`src/msam_pkg.sv`:
```
// Shared types and constants of the audio mixer.
package msam_pkg;

  localparam int unsigned SampleW  = 16;
  localparam int unsigned MaxSrc   = 8;
  localparam int unsigned MaskW    = 8;
  // Room for the sum of up to eight full-scale samples.
  localparam int unsigned SumW     = 19;
  localparam int unsigned GainW    = 17;
  localparam int unsigned CountW   = 4;
  localparam int unsigned CfgIdxW  = 2;
  localparam int unsigned CfgDataW = 17;

  localparam logic [CfgIdxW-1:0] CFG_MIX_MODE = 2'd0;
  localparam logic [CfgIdxW-1:0] CFG_VOLUME   = 2'd1;

  localparam logic [GainW-1:0] UNITY_GAIN = 17'h10000;

  typedef enum logic [1:0] {
    MIX_LEFT   = 2'd0,
    MIX_RIGHT  = 2'd1,
    MIX_STEREO = 2'd2,
    MIX_ALT    = 2'd3
  } mix_mode_e;

  typedef logic signed [SampleW-1:0] sample_t;
  typedef logic signed [SumW-1:0]    sum_t;

endpackage

```
`src/multi_source_audio_mixer_unit.sv`:
```
// Top level of the multi-source saturating PCM audio mixer.
//
// Input beat: source_sample_N_i and active_mask_i are taken at a rising edge
// with start high and busy low. busy stays low, so a beat can be given in
// every cycle. Mask bits at or above SOURCES are ignored.
// Result: left_out_o, right_out_o, active_count_o and all_silent_o are valid
// for exactly one cycle while done_o is high. A taken beat passes through
// the input register and then the result register, which lie around the
// adder tree, clamp and gain multiply; one result per cycle is sustained,
// as busy never stalls the input.
// The receiver cannot stall; results are not held.
// Configuration: cfg_valid_i/cfg_ready_o with cfg_index_i and cfg_data_i.
// Index 0 is mix_mode, index 1 is volume_gain; other indexes are dropped.
// Write configuration only while no beat is in flight.
// Reset (rst_ni low, async): mix_mode goes to alternating, volume to unity,
// and the pipeline is emptied.
module multi_source_audio_mixer_unit import msam_pkg::*; #(
  parameter int unsigned SOURCES = 8
) (
  input  logic                clk_i,
  input  logic                rst_ni,
  input  logic                start,
  output logic                busy,
  input  sample_t             source_sample_0_i,
  input  sample_t             source_sample_1_i,
  input  sample_t             source_sample_2_i,
  input  sample_t             source_sample_3_i,
  input  sample_t             source_sample_4_i,
  input  sample_t             source_sample_5_i,
  input  sample_t             source_sample_6_i,
  input  sample_t             source_sample_7_i,
  input  logic [MaskW-1:0]    active_mask_i,
  output logic                done_o,
  output sample_t             left_out_o,
  output sample_t             right_out_o,
  output logic [CountW-1:0]   active_count_o,
  output logic                all_silent_o,
  input  logic                cfg_valid_i,
  output logic                cfg_ready_o,
  input  logic [CfgIdxW-1:0]  cfg_index_i,
  input  logic [CfgDataW-1:0] cfg_data_i
);

  mix_mode_e          mix_mode_q;
  logic [GainW-1:0]   gain_q;

  sample_t            samp_in [MaxSrc];
  logic [MaxSrc-1:0]  lane_en;
  sample_t            samp_q  [MaxSrc];
  logic [MaxSrc-1:0]  mask_q;
  logic               in_vld_q;

  sum_t               all_sum, even_sum, odd_sum;
  sum_t               left_sum, right_sum;
  sample_t            left_d, right_d;
  logic [CountW-1:0]  count_d;

  logic               out_vld_q;
  sample_t            left_q, right_q;
  logic [CountW-1:0]  count_q;

  logic               accept;

  assign busy        = 1'b0;
  assign cfg_ready_o = 1'b1;
  assign accept      = start && !busy;

  always_ff @(posedge clk_i or negedge rst_ni) begin
    if (!rst_ni) begin
      mix_mode_q <= MIX_ALT;
      gain_q     <= UNITY_GAIN;
    end else if (cfg_valid_i && cfg_ready_o) begin
      unique case (cfg_index_i)
        CFG_MIX_MODE: mix_mode_q <= mix_mode_e'(cfg_data_i[1:0]);
        CFG_VOLUME:   gain_q     <= cfg_data_i[GainW-1:0];
        default: ;
      endcase
    end
  end

  assign samp_in[0] = source_sample_0_i;
  assign samp_in[1] = source_sample_1_i;
  assign samp_in[2] = source_sample_2_i;
  assign samp_in[3] = source_sample_3_i;
  assign samp_in[4] = source_sample_4_i;
  assign samp_in[5] = source_sample_5_i;
  assign samp_in[6] = source_sample_6_i;
  assign samp_in[7] = source_sample_7_i;

  for (genvar i = 0; i < MaxSrc; i++) begin : g_lane
    assign lane_en[i] = (i < SOURCES);
  end

  // Input register.
  always_ff @(posedge clk_i or negedge rst_ni) begin
    if (!rst_ni) begin
      in_vld_q <= 1'b0;
    end else begin
      in_vld_q <= accept;
    end
  end

  always_ff @(posedge clk_i) begin
    if (accept) begin
      samp_q <= samp_in;
      mask_q <= active_mask_i[MaxSrc-1:0] & lane_en;
    end
  end

  always_comb begin
    even_sum = '0;
    odd_sum  = '0;
    for (int i = 0; i < MaxSrc; i++) begin
      if (mask_q[i]) begin
        if (i % 2 == 1) begin
          odd_sum  = odd_sum + SumW'(samp_q[i]);
        end else begin
          even_sum = even_sum + SumW'(samp_q[i]);
        end
      end
    end
    all_sum = even_sum + odd_sum;
  end

  always_comb begin
    unique case (mix_mode_q)
      MIX_LEFT: begin
        left_sum  = all_sum;
        right_sum = '0;
      end
      MIX_RIGHT: begin
        left_sum  = '0;
        right_sum = all_sum;
      end
      MIX_STEREO: begin
        left_sum  = all_sum;
        right_sum = all_sum;
      end
      default: begin
        left_sum  = even_sum;
        right_sum = odd_sum;
      end
    endcase
  end

  assign count_d = CountW'($countones(mask_q));

  msam_gain u_gain_left (
    .sum_i    (left_sum),
    .gain_i   (gain_q),
    .sample_o (left_d)
  );

  msam_gain u_gain_right (
    .sum_i    (right_sum),
    .gain_i   (gain_q),
    .sample_o (right_d)
  );

  // Result register.
  always_ff @(posedge clk_i or negedge rst_ni) begin
    if (!rst_ni) begin
      out_vld_q <= 1'b0;
    end else begin
      out_vld_q <= in_vld_q;
    end
  end

  always_ff @(posedge clk_i) begin
    if (in_vld_q) begin
      left_q  <= left_d;
      right_q <= right_d;
      count_q <= count_d;
    end
  end

  assign done_o         = out_vld_q;
  assign left_out_o     = left_q;
  assign right_out_o    = right_q;
  assign active_count_o = count_q;
  assign all_silent_o   = (count_q == '0);

endmodule

```
`src/msam_gain.sv`:
```
// Saturation to 16 bits and Q1.16 volume scaling of one channel.
module msam_gain import msam_pkg::*; (
  input  sum_t             sum_i,
  input  logic [GainW-1:0] gain_i,
  output sample_t          sample_o
);

  localparam sum_t SatMax = SumW'(32767);
  localparam sum_t SatMin = -SumW'(32768);

  sample_t                sat;
  logic [SampleW:0]       sat_ext;
  logic [SampleW:0]       mag;
  logic [SampleW+GainW-1:0] prod;
  logic [SampleW-1:0]     scaled;

  always_comb begin
    if (sum_i > SatMax) begin
      sat = sample_t'(SatMax);
    end else if (sum_i < SatMin) begin
      sat = sample_t'(SatMin);
    end else begin
      sat = sum_i[SampleW-1:0];
    end
  end

  // Scale the magnitude so the result truncates toward zero.
  assign sat_ext = {sat[SampleW-1], sat};
  assign mag     = sat[SampleW-1] ? (SampleW+1)'(-sat_ext) : sat_ext;
  assign prod    = mag * gain_i[GainW-2:0];
  // Gain below unity keeps the scaled magnitude below full scale.
  assign scaled  = prod[SampleW+GainW-2:GainW-1];

  always_comb begin
    if (gain_i >= UNITY_GAIN) begin
      sample_o = sat;
    end else if (sat[SampleW-1]) begin
      sample_o = sample_t'(-scaled);
    end else begin
      sample_o = sample_t'(scaled);
    end
  end

endmodule
```
`config.mk`:
```
export PLATFORM = sky130hd
export DESIGN_NAME = multi_source_audio_mixer_unit
export DESIGN_NICKNAME = d
export VERILOG_FILES = /design/src/msam_pkg.sv /design/src/multi_source_audio_mixer_unit.sv /design/src/msam_gain.sv
export SDC_FILE = /design/constraint.sdc
export NUM_CORES = 2
export LEC_CHECK = 0
export BUFFER_PORTS_ARGS = -buffer_cell sky130_fd_sc_hd__buf_4
export CAP_MARGIN = 30
export CORE_ASPECT_RATIO = 1.25
export CORE_MARGIN = 1.5
export CORE_UTILIZATION = 60
export DETAILED_ROUTE_END_ITERATION = 12
export PLACE_DENSITY = 0.85
export SETUP_SLACK_MARGIN = 0.15
export SYNTH_ARGS = -nofsm -noshare
export SYNTH_HDL_FRONTEND = slang
export SYNTH_SLANG_ARGS = --single-unit
```
`constraint.sdc`:
```
create_clock -name clk_i -period 51.6 [get_ports clk_i]
set_input_delay 0 -clock clk_i [delete_from_list [all_inputs] [get_ports clk_i]]
set_output_delay 0 -clock clk_i [all_outputs]
set_load 0.02 [all_outputs]
```
# Yosys cells after proc, flatten, opt, wreduce, memory -nomap -nowiden
# Index checks and enable logic that the tools add are counted.
[word_totals]
input_bits = 159
register_bits = 193
[classes]
addsub = 18
eq_ne = 3
mul = 2
order_cmp = 5
reduce_logical = 7
mux = 20
[ops]
columns = ["cell", "count"]
rows = [
  ["two-way mux 19 bit", 8],
  ["two-way mux 16 bit", 8],
  ["adder 19 x 16 -> 19 bit", 6],
  ["one-hot mux 19 bit (2 select lines)", 2],
  ["multiplier 17 x 16 -> 32 bit", 2],
  ["greater-than comparator 19 x 16 -> 1 bit, second input constant", 2],
  ["< comparator 19 x 16 -> 1 bit, second input constant", 2],
  ["two-way mux 17 bit", 2],
  ["negator 17 bit", 2],
  ["negator 16 bit", 2],
  ["adder 19 bit", 1],
  ["greater-or-equal comparator 17 bit, second input constant", 1],
  ["adder 1 x 1 -> 2 bit", 4],
  ["adder 2 x 2 -> 3 bit", 2],
  ["adder 3 x 3 -> 4 bit", 1],
  ["== test 2 x 1 -> 1 bit, second input constant", 2],
  ["logical NOT 2 bit", 2],
  ["logical NOT 4 bit", 1],
  ["AND reduction 2 bit", 2],
  ["OR reduction 2 bit", 2],
  ["== test 2 bit, second input constant", 1],
]

# Depth between registers and ports, before layout
[logic_depth]
ltp_word = 18
ltp_mapped = 79
depth_no_buf = 74

# Modules after synthesis
# From an unflattened synthesis, not the netlist that was laid out.
[unflattened]
cells_unflattened = 3733
area_unflattened_um2 = 33492.1
[by_module_without_submodules]
columns = ["module", "cells_per_inst", "area_each_um2", "n_inst"]
rows = [
  ["multi_source_audio_mixer_unit", 1325, 13744.4, 1],
  ["msam_gain (u_gain_left)", 1192, 9895.7, 1],
  ["msam_gain (u_gain_right)", 1216, 9851.9, 1],
]

# Worst setup path before layout
# Ideal clock, no wire load.
[synth_timing]
kind = "register to register"
startpoint = "register mask_q[0]"
endpoint = "register right_q[13], in the netlist right_out_o[13], data pin"
path_slack_ps = 35223
t_arrival_ps = 16107
path_stages_with_launch = 72
required_time_ps = 51329
path_buffers = 4
synth_period_minus_slack_ps = 16377
cell_sequence = "edfxtp_1 clkbuf_1 nand2_1 inv_1 ha_1 a21o_1 nand2_1 a211oi_2 or3_1 maj3_1 a21oi_1 xnor2_1 mux2_2 ha_1 nand4_1 nor2_1 a21oi_1 nand2_1 [... 36 more ...] fa_1 fa_1 inv_1 fa_1 inv_1 ha_1 clkbuf_1 nand4_1 o21ai_0 a21oi_1 or3_1 o41a_1 xnor2_1 or4_4 or4b_4 o21ai_2 xnor2_1 a22oi_2"
[synth_between]
elab_chain_len = 18
[synth_rtl]
columns = ["element", "line", "source"]
rows = [
  ["start: declaration", "multi_source_audio_mixer_unit.sv:50", "logic [MaxSrc-1:0] mask_q;"],
  ["start signal: assignment", "multi_source_audio_mixer_unit.sv:106", "mask_q <= active_mask_i[MaxSrc-1:0] & lane_en;"],
  ["two-way mux 19 bit (*)", "multi_source_audio_mixer_unit.sv:114", "if (mask_q[i]) begin"],
  ["adder 19 x 16 -> 19 bit", "multi_source_audio_mixer_unit.sv:118", "even_sum = even_sum + SumW'(samp_q[i]);"],
  ["two-way mux 19 bit (*)", "multi_source_audio_mixer_unit.sv:114", ""],
  ["adder 19 x 16 -> 19 bit", "multi_source_audio_mixer_unit.sv:118", ""],
  ["two-way mux 19 bit (*)", "multi_source_audio_mixer_unit.sv:114", ""],
  ["adder 19 x 16 -> 19 bit", "multi_source_audio_mixer_unit.sv:118", ""],
  ["two-way mux 19 bit (*)", "multi_source_audio_mixer_unit.sv:114", ""],
  ["adder 19 bit (*)", "multi_source_audio_mixer_unit.sv:122", "all_sum = even_sum + odd_sum;"],
  ["[... 3 more ...]", "--", ""],
  ["two-way mux 16 bit (*)", "msam_gain.sv:18", "if (sum_i > SatMax) begin"],
  ["negator 17 bit", "msam_gain.sv:29", "assign mag = sat[SampleW-1] ? (SampleW+1)'(-sat_ext) : sat_ext;"],
  ["two-way mux 17 bit", "msam_gain.sv:29", ""],
  ["multiplier 17 x 16 -> 32 bit", "msam_gain.sv:30", "assign prod = mag * gain_i[GainW-2:0];"],
  ["negator 16 bit", "msam_gain.sv:38", "sample_o = sample_t'(-scaled);"],
  ["two-way mux 16 bit", "msam_gain.sv:37", "end else if (sat[SampleW-1]) begin"],
  ["two-way mux 16 bit (*)", "msam_gain.sv:35", "if (gain_i >= UNITY_GAIN) begin"],
  ["named net right_d[13]", "multi_source_audio_mixer_unit.sv:55", "sample_t left_d, right_d;"],
  ["end signal: assignment", "multi_source_audio_mixer_unit.sv:172", "right_q <= right_d;"],
  ["end: declaration", "multi_source_audio_mixer_unit.sv:59", "sample_t left_q, right_q;"],
]
# Mark *: on every way through the listed nets, which the timed path passes. The rest lies on a longest branch.
# A chain may end at the register's enable or synchronous reset.

# Worst setup path after layout
[layout_timing]
startpoint = "register mask_q[0]"
endpoint = "register right_q[11], in the netlist right_out_o[11], data pin"
# The elaborated chain is that of the path after synthesis.

==> results.json <==
{
  "status": "finished, final reports clean",
  "drive_above_1_share": 0.106,
  "synth_edf_count": 172,
  "via_per_inst": 6.06,
  "synth.cell_area_sq_um": 33800,
  "cap_violations": 0,
  "rsz0062_at_grt": "false",
  "worstPathMaxFanout": 19,
  "gp_congestion": 0.963,
  "cp_slowest_cell": "edfxtp_1",
  "clk_pin_slew_ns": 0.09,
  "period_needed_ns": 18.66,
  "finalSetupTns_ns": 0,
  "dieArea_sq_um": 57800,
  "fmax_mhz": 53.6,
  "cts_buffers": 17,
  "final-hold-violation-count": 0,
  "synthArstFlopShare": 0.109,
  "critPathKind": "register to register",
  "antenna_found_initial": 3,
  "worst_slew_pin_slew_ns": 1.01,
  "num_vias": 29000,
  "clk_root_buffer_cell": "clkbuf_16",
  "post_cts_buffers": 0,
  "ant_nets": 0,
  "cts_tree": "yes",
  "ys.flop_type": "edfxtp_1",
  "final_cell_mix": "513 x inv_1, 440 x nand2_1, 423 x fa_1, 324 x ha_1, 265 x and2_1",
  "gr-usage-all-layers": 0.335,
  "die_w_um": 215,
  "syn_area_per_cell_sq_um": 9.07,
  "gr-total-overflow": 0,
  "drt_pass1_iterations": 6,
  "slowest_delay_ns": 0.66,
  "syn_to_final_growth_pct": 14.0,
  "drv_slew": 0,
  "post-route-period-util": 0.362,
  "portBuffers": 196,
  "clk_path_buf_depth": 2,
  "drc": 0,
  "wl_per_cell_um": 19.9,
  "start_util": 0.606,
  "insertion_delay_ns": 0.50,
  "post-dp-hpwl_mm": 70.9,
  "netlist.top_cell.by_area": "fa_1",
  "setup_viol": 0,
  "clock_sinks": 193,
  "final_common_cell": "inv_1",
  "fillCellCount": 4205,
  "critPathLaunchType": "register",
  "row_count": 97,
  "ctsHtreeMaxLevel": 4,
  "synth_area_leaders": "fa_1 25%, edfxtp_1 15%, ha_1 12%",
  "routed_wirelength_mm": 95.2,
  "grt_max_degree": 80,
  "required_ns": 51.80,
  "io_pins": 199,
  "yosysWarnings": 0,
  "grt_first_pass_wirelength_mm": 152,
  "slew_headroom": 0.321,
  "worstPathArrival_ns": 18.87,
  "netlist.area_leader.share": 0.250,
  "yosys_register_bits": 193,
  "hold_class": "primary input to async pin",
  "fin_nets": 4947,
  "cp-end-kind": "register",
  "ys_types": 111,
  "grt_pass1_vias": 29900,
  "syn_inst": 3727,
  "diodes": 0,
  "core-area_sq_um": 55800,
  "clock-skew-final_ns": 0.0205,
  "yosysSeqAreaShare": 0.168,
  "dieHeight_um": 268,
  "post_cts_resized": 0,
  "first_iter_violations": 2325,
  "crit_top_cell": "nand2_1"
}
registers in the layout, indices dropped and copies added (netlist names):
signal,count
active_count_o,4
done_o,1
gain_q,17
in_vld_q,1
left_out_o,16
mask_q,8
mix_mode_q,2
right_out_o,16
samp_q,128
final timing paths:
check | from | cells after the start | endpoint | slack (ns)
hold / removal | rst_ni | 2 | gain_q[16] | 0.11
setup / recovery | mask_q[0] | 70 | right_out_o[11] | 32.94
setup reg to reg | mask_q[0] | 70 | right_out_o[11] | 32.94
min in group clk_i | cfg_valid_i | 4 | gain_q[0] | 0.18
max in group asynchronous | rst_ni | 3 | in_vld_q | 51.30
hold reg to reg | gain_q[12] | 1 | gain_q[12] | 0.52
critical path, delay by kind of cell, from the launching register on:
kind,cells,cell delay (ns)
simple gates,20,5.00
xor+xnor,5,0.87
buf+inv,4,0.42
fa+ha+maj,13,5.30
flops,1,0.66
mux,3,0.88
compound gates,25,5.22
timing repair:
action,in CTS,in global routing
endpoints found under the setup margin,0,0
endpoints found under the hold margin,234,0
hold buffers,161,0
layout make-up:
cell class / count / area (sq um) / area share
Clock buffer: 17 / 425 / 0.0110
Clock inverter: 15 / 164 / 0.00425
Inverter: 518 / 1940 / 0.0504
Multi-Input combinational cell: 2895 / 25700 / 0.668
Sequential cell: 193 / 5700 / 0.148
Tap cell: 742 / 928 / 0.0241
Timing Repair Buffer: 416 / 3650 / 0.0946
cells in the mapped netlist, types with 6 or more instances:
cell and number:
mux2_2 65, and3_1 13, o221ai_1 6, or2_2 10, or3_1 18, buf_1 10, nor3_1 41, a21o_1 86
mux2i_1 19, ha_1 324, o21ai_0 112, and4_1 12, clkbuf_1 125, a211oi_1 32, buf_2 10, a2111oi_0 6
nand2_1 440, xor2_1 68, a31oi_1 25, o21bai_1 20, fa_1 423, inv_1 513, xnor2_1 113, a22o_1 14
a31o_2 6, o21a_1 29, a22oi_1 27, a21oi_1 210, nor2_1 155, nand3_1 53, edfxtp_1 172, and2_1 265
nand4_1 17, a211o_1 7, dfrtp_1 18, o2bb2ai_1 6, o22ai_1 7, o31ai_1 13, nor4_1 8, a41oi_1 6
nand3b_1 8, nor2b_1 25, nand2b_1 21, o211ai_1 20
stage by stage:
| stage | instances | utilization | instance area, sq um | hold WS, ns | setup slack (ns) |
|---|---|---|---|---|---|
| final | 4796 | 0.691 | 38600 | 0.112 | 32.94 |
| after global routing | 4796 | 0.691 | 38600 | 0.131 | 31.54 |
| after floorplan | 3757 | - | 33900 | -0.296 | 35.22 |
| after detailed placement | 4600 | 0.649 | 36300 | -0.0601 | 33.19 |
| after global placement | 4597 | 0.648 | 36200 | -0.0632 | 33.24 |
| after CTS | 4793 | 0.689 | 38500 | 0.0643 | 33.09 |
cells by family (layout without fill, tap and decap cells):
logic type / Yosys count / count (layout) / share of synthesized area
AOI/OAI and AO/OA: 729 / 729 / 0.147
xor gates and xnor gates: 182 / 182 / 0.0474
adders and majority gates: 749 / 749 / 0.371
buffers and inverters: 669 / 966 / 0.0754
DFF: 193 / 193 / 0.168
muxes: 85 / 85 / 0.0276
other: 2 / 32 / 0.000222
and+or+nand+nor: 1118 / 1118 / 0.163
layer usage:
layer / part of all wire / vias up / GRT usage
li1: - / 13100 / -
met1: 0.37 / 14200 / 0.397
met2: 0.50 / 1314 / 0.589
met3: 0.077 / 387 / 0.0524
met4: 0.056 / 2 / 0.177
met5: 0.00012 / - / 0
Power is left out: the tool's default activity adds up to more than one toggle a clock period on the data nets, which glitch-free logic cannot reach.
